==> config.mk <==
export PLATFORM = sky130hd
export DESIGN_NAME = battery_level_filter_classifier
export DESIGN_NICKNAME = d
export VERILOG_FILES = /design/src/rtl/blfc_pkg.sv /design/src/rtl/battery_level_filter_classifier.sv /design/src/rtl/blfc_thresholds.sv
export SDC_FILE = /design/constraint.sdc
export NUM_CORES = 1
export LEC_CHECK = 0
export ABC_AREA = 1
export BUFFER_PORTS_ARGS = -buffer_cell sky130_fd_sc_hd__buf_2
export CORE_ASPECT_RATIO = 0.9
export CORE_UTILIZATION = 25
export CTS_BUF_LIST = sky130_fd_sc_hd__clkbuf_8
export CTS_CLUSTER_DIAMETER = 50
export DETAILED_ROUTE_END_ITERATION = 8
export GPL_TIMING_DRIVEN = 1
export PLACE_DENSITY_LB_ADDON = 0.15
export SYNTH_ARGS = -nofsm -noshare
export SYNTH_HDL_FRONTEND = slang
export SYNTH_SLANG_ARGS = --single-unit
==> constraint.sdc <==
create_clock -name clk -period 12.3 [get_ports clk]
set_input_delay 2.46 -clock clk [delete_from_list [all_inputs] [get_ports clk]]
set_output_delay 2.46 -clock clk [all_outputs]
set_load 0.01 [all_outputs]
==> src/rtl/blfc_pkg.sv <==
// ----------------------------------------------------------------------------
// Battery level filter and classifier: shared definitions
// Constants, level codes, register indexes and the threshold bundle used by
// the threshold sanitiser and the top level.
// ----------------------------------------------------------------------------
package blfc_pkg;

  // Register map: index of each register (byte address is 4 * index).
  localparam int unsigned AddrW = 4;
  localparam logic [1:0] REG_OKAY = 2'd0;
  localparam logic [1:0] REG_WARN = 2'd1;
  localparam logic [1:0] REG_CRIT = 2'd2;

  // Raw register code that selects the default threshold.
  localparam logic [7:0] RAW_DEFAULT_CODE = 8'hFF;

  // Threshold defaults and clamp limits, in decivolts.
  localparam logic [7:0] OKAY_DEF = 8'd22;
  localparam logic [7:0] OKAY_MIN = 8'd10;
  localparam logic [7:0] OKAY_MAX = 8'd30;
  localparam logic [7:0] WARN_DEF = 8'd20;
  localparam logic [7:0] WARN_MIN = 8'd9;
  localparam logic [7:0] WARN_MAX = 8'd29;
  localparam logic [7:0] CRIT_DEF = 8'd18;
  localparam logic [7:0] CRIT_MIN = 8'd0;
  localparam logic [7:0] CRIT_MAX = 8'd20;

  // Hysteresis in voltage counts, and the filter shift.
  localparam logic [7:0] HYST_COUNTS = 8'd5;
  localparam int unsigned FilterShift = 4;

  // Battery level codes.
  localparam logic [1:0] LVL_FULL  = 2'd0;
  localparam logic [1:0] LVL_HALF  = 2'd1;
  localparam logic [1:0] LVL_EMPTY = 2'd2;
  localparam logic [1:0] LVL_CRIT  = 2'd3;

  // Sanitised thresholds, already scaled to voltage counts.
  typedef struct packed {
    logic [7:0] okay;
    logic [7:0] warn;
    logic [7:0] crit;
    logic       crit_off;
  } thr_t;

  // Substitute the default for the reserved code, then clamp to lo..hi.
  function automatic logic [7:0] pick_and_clamp(input logic [7:0] raw,
                                                input logic [7:0] def,
                                                input logic [7:0] lo,
                                                input logic [7:0] hi);
    logic [7:0] v;
    v = (raw == RAW_DEFAULT_CODE) ? def : raw;
    if (v > hi) begin
      v = hi;
    end else if (v < lo) begin
      v = lo;
    end
    return v;
  endfunction

  // Multiply a clamped threshold (at most 30) by five with a shift and add.
  function automatic logic [7:0] times_five(input logic [7:0] v);
    return {v[5:0], 2'b00} + v;
  endfunction

endpackage

==> src/rtl/battery_level_filter_classifier.sv <==
// ----------------------------------------------------------------------------
// Battery level filter and classifier
// First-order low-pass filter on battery voltage samples with a four-level
// classifier that applies hysteresis to each threshold.
// ----------------------------------------------------------------------------
// One sample is accepted per clock cycle while results are being taken: the
// sample is first held in an input register, then the filter update and
// level decision are made in one pass into the result register. A result
// that is not taken holds up the input once both registers are full.
// The filter keeps the voltage in 8.8 fixed point and moves a sixteenth of
// the way towards each sample; while it holds zero a sample loads it as is.
// The three thresholds are written in decivolts over the APB port (byte
// addresses 0, 4 and 8), cleaned up and registered; a new value applies to
// samples accepted from the cycle after the write. Results report the
// integer filtered voltage (20 mV per count) and the level: full, half,
// empty or critical.
module battery_level_filter_classifier (
  input  logic                        clk,
  input  logic                        rst,
  // Sample channel
  input  logic                        sample_valid,
  output logic                        sample_ready,
  input  logic [7:0]                  sample_voltage,
  // Result channel
  output logic                        result_valid,
  input  logic                        result_ready,
  output logic [7:0]                  filtered_voltage,
  output logic [1:0]                  battery_level,
  // Configuration port
  input  logic                        psel,
  input  logic                        penable,
  input  logic                        pwrite,
  input  logic [blfc_pkg::AddrW-1:0]  paddr,
  input  logic [31:0]                 pwdata,
  output logic [31:0]                 prdata,
  output logic                        pready
);

  logic [7:0]     okay_decivolts;
  logic [7:0]     warn_decivolts;
  logic [7:0]     critical_decivolts;
  blfc_pkg::thr_t thr;

  logic           in_valid;
  logic [7:0]     in_sample;
  logic           advance;
  logic           out_free;

  logic [15:0]    filter_acc;
  logic [15:0]    filter_acc_next;
  logic [15:0]    sample16;
  logic [15:0]    delta;
  logic [1:0]     level;
  logic [1:0]     level_next;
  logic [7:0]     fv;
  logic [7:0]     okay_lim;
  logic [7:0]     warn_lim;
  logic [7:0]     crit_lim;
  logic [1:0]     reg_index;

  // Configuration registers: written on the access phase of a write
  // transaction, always ready.
  assign pready    = 1'b1;
  assign reg_index = paddr[3:2];

  always_ff @(posedge clk) begin
    if (rst) begin
      okay_decivolts     <= blfc_pkg::OKAY_DEF;
      warn_decivolts     <= blfc_pkg::WARN_DEF;
      critical_decivolts <= blfc_pkg::CRIT_DEF;
    end else if (psel && penable && pwrite) begin
      case (reg_index)
        blfc_pkg::REG_OKAY: okay_decivolts     <= pwdata[7:0];
        blfc_pkg::REG_WARN: warn_decivolts     <= pwdata[7:0];
        blfc_pkg::REG_CRIT: critical_decivolts <= pwdata[7:0];
        default: ;
      endcase
    end
  end

  always_comb begin
    case (reg_index)
      blfc_pkg::REG_OKAY: prdata = {24'd0, okay_decivolts};
      blfc_pkg::REG_WARN: prdata = {24'd0, warn_decivolts};
      blfc_pkg::REG_CRIT: prdata = {24'd0, critical_decivolts};
      default:            prdata = 32'd0;
    endcase
  end

  blfc_thresholds u_thresholds (
    .clk      (clk),
    .rst      (rst),
    .okay_raw (okay_decivolts),
    .warn_raw (warn_decivolts),
    .crit_raw (critical_decivolts),
    .thr      (thr)
  );

  // Handshake: the result register frees up when empty or being taken, and
  // the input register moves on whenever the result register is free.
  assign out_free     = !result_valid || result_ready;
  assign advance      = in_valid && out_free;
  assign sample_ready = !in_valid || out_free;

  // Input register.
  always_ff @(posedge clk) begin
    if (rst) begin
      in_valid <= 1'b0;
    end else if (sample_ready) begin
      in_valid <= sample_valid;
    end
  end

  always_ff @(posedge clk) begin
    if (sample_ready && sample_valid) begin
      in_sample <= sample_voltage;
    end
  end

  // Filter update: load while empty, else step a sixteenth of the gap,
  // truncating towards the present value.
  always_comb begin
    sample16 = {in_sample, 8'd0};
    if (sample16 > filter_acc) begin
      delta = sample16 - filter_acc;
    end else begin
      delta = filter_acc - sample16;
    end
    if (filter_acc == 16'd0) begin
      filter_acc_next = sample16;
    end else if (sample16 > filter_acc) begin
      filter_acc_next = filter_acc + (delta >> blfc_pkg::FilterShift);
    end else begin
      filter_acc_next = filter_acc - (delta >> blfc_pkg::FilterShift);
    end
    fv = filter_acc_next[15:8];
  end

  // Level decision with hysteresis on the threshold just above the
  // present level.
  always_comb begin
    okay_lim = thr.okay + ((level == blfc_pkg::LVL_HALF)  ? blfc_pkg::HYST_COUNTS : 8'd0);
    warn_lim = thr.warn + ((level == blfc_pkg::LVL_EMPTY) ? blfc_pkg::HYST_COUNTS : 8'd0);
    crit_lim = thr.crit + ((level == blfc_pkg::LVL_CRIT)  ? blfc_pkg::HYST_COUNTS : 8'd0);
    if (fv >= okay_lim) begin
      level_next = blfc_pkg::LVL_FULL;
    end else if (fv >= warn_lim) begin
      level_next = blfc_pkg::LVL_HALF;
    end else if (thr.crit_off || (fv >= crit_lim)) begin
      level_next = blfc_pkg::LVL_EMPTY;
    end else begin
      level_next = blfc_pkg::LVL_CRIT;
    end
  end

  // Filter and level state advance once per transaction.
  always_ff @(posedge clk) begin
    if (rst) begin
      filter_acc <= 16'd0;
      level      <= blfc_pkg::LVL_FULL;
    end else if (advance) begin
      filter_acc <= filter_acc_next;
      level      <= level_next;
    end
  end

  // Result register.
  always_ff @(posedge clk) begin
    if (rst) begin
      result_valid <= 1'b0;
    end else if (out_free) begin
      result_valid <= in_valid;
    end
  end

  always_ff @(posedge clk) begin
    if (advance) begin
      filtered_voltage <= fv;
      battery_level    <= level_next;
    end
  end

endmodule

==> src/rtl/blfc_thresholds.sv <==
// ----------------------------------------------------------------------------
// Battery level filter and classifier: threshold sanitiser
// Turns the three raw decivolt registers into ordered, clamped thresholds in
// voltage counts and holds them in a register.
// ----------------------------------------------------------------------------
module blfc_thresholds (
  input  logic             clk,
  input  logic             rst,
  input  logic [7:0]       okay_raw,
  input  logic [7:0]       warn_raw,
  input  logic [7:0]       crit_raw,
  output blfc_pkg::thr_t   thr
);

  logic [7:0]     okay_c;
  logic [7:0]     warn_c;
  logic [7:0]     crit_c;
  logic [7:0]     warn_o;
  logic [7:0]     crit_o;
  blfc_pkg::thr_t thr_next;

  // Clamp each threshold, then push warn below okay and critical below warn.
  // Warn is never zero after clamping, so only its order against okay matters.
  always_comb begin
    okay_c = blfc_pkg::pick_and_clamp(okay_raw, blfc_pkg::OKAY_DEF,
                                      blfc_pkg::OKAY_MIN, blfc_pkg::OKAY_MAX);
    warn_c = blfc_pkg::pick_and_clamp(warn_raw, blfc_pkg::WARN_DEF,
                                      blfc_pkg::WARN_MIN, blfc_pkg::WARN_MAX);
    crit_c = blfc_pkg::pick_and_clamp(crit_raw, blfc_pkg::CRIT_DEF,
                                      blfc_pkg::CRIT_MIN, blfc_pkg::CRIT_MAX);
    warn_o = (okay_c <= warn_c) ? okay_c - 8'd1 : warn_c;
    crit_o = ((warn_o <= crit_c) && (crit_c != 8'd0)) ? warn_o - 8'd1 : crit_c;

    thr_next.okay     = blfc_pkg::times_five(okay_c);
    thr_next.warn     = blfc_pkg::times_five(warn_o);
    thr_next.crit     = blfc_pkg::times_five(crit_o);
    thr_next.crit_off = (crit_o == 8'd0);
  end

  // Registered thresholds; they follow a register write in the cycle after it.
  always_ff @(posedge clk) begin
    if (rst) begin
      thr.okay     <= blfc_pkg::times_five(blfc_pkg::OKAY_DEF);
      thr.warn     <= blfc_pkg::times_five(blfc_pkg::WARN_DEF);
      thr.crit     <= blfc_pkg::times_five(blfc_pkg::CRIT_DEF);
      thr.crit_off <= 1'b0;
    end else begin
      thr <= thr_next;
    end
  end

endmodule
==> qor.txt <==
Status: completed
Detailed placement HPWL: 15300 um
Synth area leader: dfxtp_1
Final Wtd Congestion: 0.821
Sequential area share after synthesis: 26.0%
Mapped Avg Cell Area: 7.21 um2
Clock Skews: 10.4 ps
Iteration-0 DRC Markers: 241
Predominant post-synthesis flop cell: dfxtp_1
Most common cell after layout, fill and taps aside: nand2_1
Slew Limit Headroom: 47.3%
Wirelength per Cell: 12.8 um
Die H: 165 um
Register area: 1920 um2
First-pass GRT wire length: 31400 um
Site Rows: 59
Reg clk slew, reported paths: 100 ps
Largest net degree at the start of global routing: 37
Slew @ Worst Pin: 791 ps
Pins over their slew limit: 0
Share of layout cells above drive strength 1: 9.80%
Clock buffer depth: 2
Worst hold path type: flop to flop
# IOs: 96
Placed inst area: 8050 um2
Seq cells post-synth: 87
Starting Density: 25.5%
Chip width: 183 um
Area delta synth->final: 11.1%
Min Tclk post-route: 7200 ps
Synth top area cells: dfxtp_1 (19%), ha_1 (16%), nand2_1 (9.2%)
CTS tree: yes
# clock sinks: 87
GRT Total Usage: 13.2%
RSZ-0062 raised after global routing: no
Design area: 8220 um2
Synth Warn #: 0
Core area: 29000 um2
Slowest-stage cell, CP: edfxtp_1
DRC Markers: 0
WHS: 502 ps
Combinational power share: 66.2%
DRT Pass-1 Iters: 5
Synthesized cell area: 7390 um2
Max frequency: 0.139 GHz
GRT overflow: 0
Number of port buffers: 44
CP required: 12610 ps
CP Max Fanout: 17
Worst EP arrival: 7510 ps
Initial antenna violation count: 0
R2R Setup Slk: 5100 ps
Fill cells: 3240
Root Buffer: clkbuf_8
Max Cap Viol: 0
Post-synth cell types: 54
Vias per cell: 4.28
Vias in the first global route: 6087
Resized Gates After CTS: 0
# diodes: 0
Highest-count cells in the layout ignoring fill and taps: nand2_1 (182), inv_1 (145), nor2_1 (100)
Lkg Pwr: 3.96 nW
Final worst path period share: 58.6%
Most repeated library cell on the critical path: o21a_1
Via count: 6364
Net count, final: 1236
Hold Fails Final Rpt: 0
Sequential Power Share: 22.4%
Sw Share: 49.4%
Async S/R FF share, synth: 0%
CTS Hold Bufs: 0
Routed Antenna Nets: 0
Later-pin clock latency in the skew report: 390 ps
Setup tns final: 0 ps
Post-synth EDFFs: 18
Post-CTS Setup Repair Bufs: 0
Worst Setup Start Kind: flop
Multi-input logic area: 4820 um2
Die footprint: 30300 um2
TritonCTS Buffers: 9
Slowest stage delay, CP: 440 ps
Clock power share: 11.4%
Synth Instances: 1025
CP endpoint kind: flop
Top cell type's share of synthesized area: 18.7%
Power density over the cells: 205 nW/um2
P_sw: 0.833 mW
Routed wire length: 19000 um
Peak supply drop: 0.0907 mV
Crit Path Category: flop to flop
Pint: 0.853 mW
Depth of the CTS H-tree: 3
Setup violators final: 0
## power by group through the flow
stage | sequential [mW] | combinational, mW | clock (mW)
2_1_floorplan | 0.383 | 0.862 | 0
3_3_place_gp | 0.386 | 1.13 | 0
3_5_place_dp | 0.385 | 1.13 | 0
4_1_cts | 0.379 | 1.13 | 0.205
5_1_grt | 0.383 | 1.31 | 0.212
6_report | 0.378 | 1.12 | 0.192
## registers in the layout (all words and copies together), names as in the netlist
signal	cells
battery_level	2
critical_decivolts	8
filter_acc	16
filtered_voltage	8
in_sample	8
in_valid	1
level	2
okay_decivolts	8
result_valid	1
u_thresholds.thr	25
warn_decivolts	8
## critical path: cells and delay by family (launching register included)
family / cells / cell delay [ps]
adder cells (fa/ha/maj): 4 / 1190
flip-flops: 1 / 440
AO/OA/AOI/OAI: 18 / 2970
buffers and inverters: 6 / 850
XOR/XNOR: 2 / 360
AND/OR/NAND/NOR: 10 / 1290
## through the flow
stage / std cells / utilization, % / total power, mW / worst slack, ps
2_1_floorplan: 1066 / - / 1.25 / 6650
3_3_place_gp: 1472 / 27.7 / 1.51 / 5070
3_5_place_dp: 1472 / 27.7 / 1.51 / 5110
4_1_cts: 1488 / 28.3 / 1.72 / 5060
5_1_grt: 1488 / 28.3 / 1.91 / 4290
6_report: 1488 / 28.3 / 1.69 / 5100
## cells by family after synthesis
logic type | after synthesis | synth area share, %
simple gates | 397 | 23.6
compound gates | 203 | 16.2
buf+inv | 188 | 10.9
fa+ha+maj | 98 | 17.1
flops | 87 | 26.0
xor+xnor | 48 | 5.79
other cells | 2 | 0.102
mux | 2 | 0.271
## area by class of cell
class                           count  share of cell area [%]
Clock buffer                        9                    1.51
Clock inverter                      7                   0.579
Inverter                          151                    6.90
Multi-Input combinational cell    791                    58.6
Sequential cell                    87                    23.4
Tap cell                          396                    6.03
Timing Repair Buffer               47                    2.95
## synthesized netlist by cell type, types with 6 or more instances
library cell and n:
nand2_1 182, inv_1 145, nor2_1 100, ha_1 93, a21oi_1 76, dfxtp_1 69, o21ai_0 61, nand3_1 52
xor2_1 32, buf_4 25, edfxtp_1 18, xnor2_1 15, nand2_2 12, nand4_1 12, clkbuf_1 11, nor3_1 10
o211ai_1 10, o21a_1 10, or2_2 8, o31ai_1 6
## path summary, 6_finish.rpt
kind,start,endpoint,cells after the start
max reg2reg,in_sample[1],level[0],40
max,in_sample[1],level[0],40
min reg2reg,level[1],level[1],2
min,level[1],level[1],2
## per-layer routing
layer | wire length [um] | track usage, % | up-vias | part of all wire, %
met5 | 0 | 0 | - | 0
met4 | 230 | 3.33 | 0 | 1.2
met3 | 596 | 2.37 | 14 | 3.1
met2 | 7900 | 20.5 | 91 | 42
met1 | 10300 | 18.6 | 2815 | 54
li1 | - | - | 3444 | -
(Power assumes the default switching activity.)
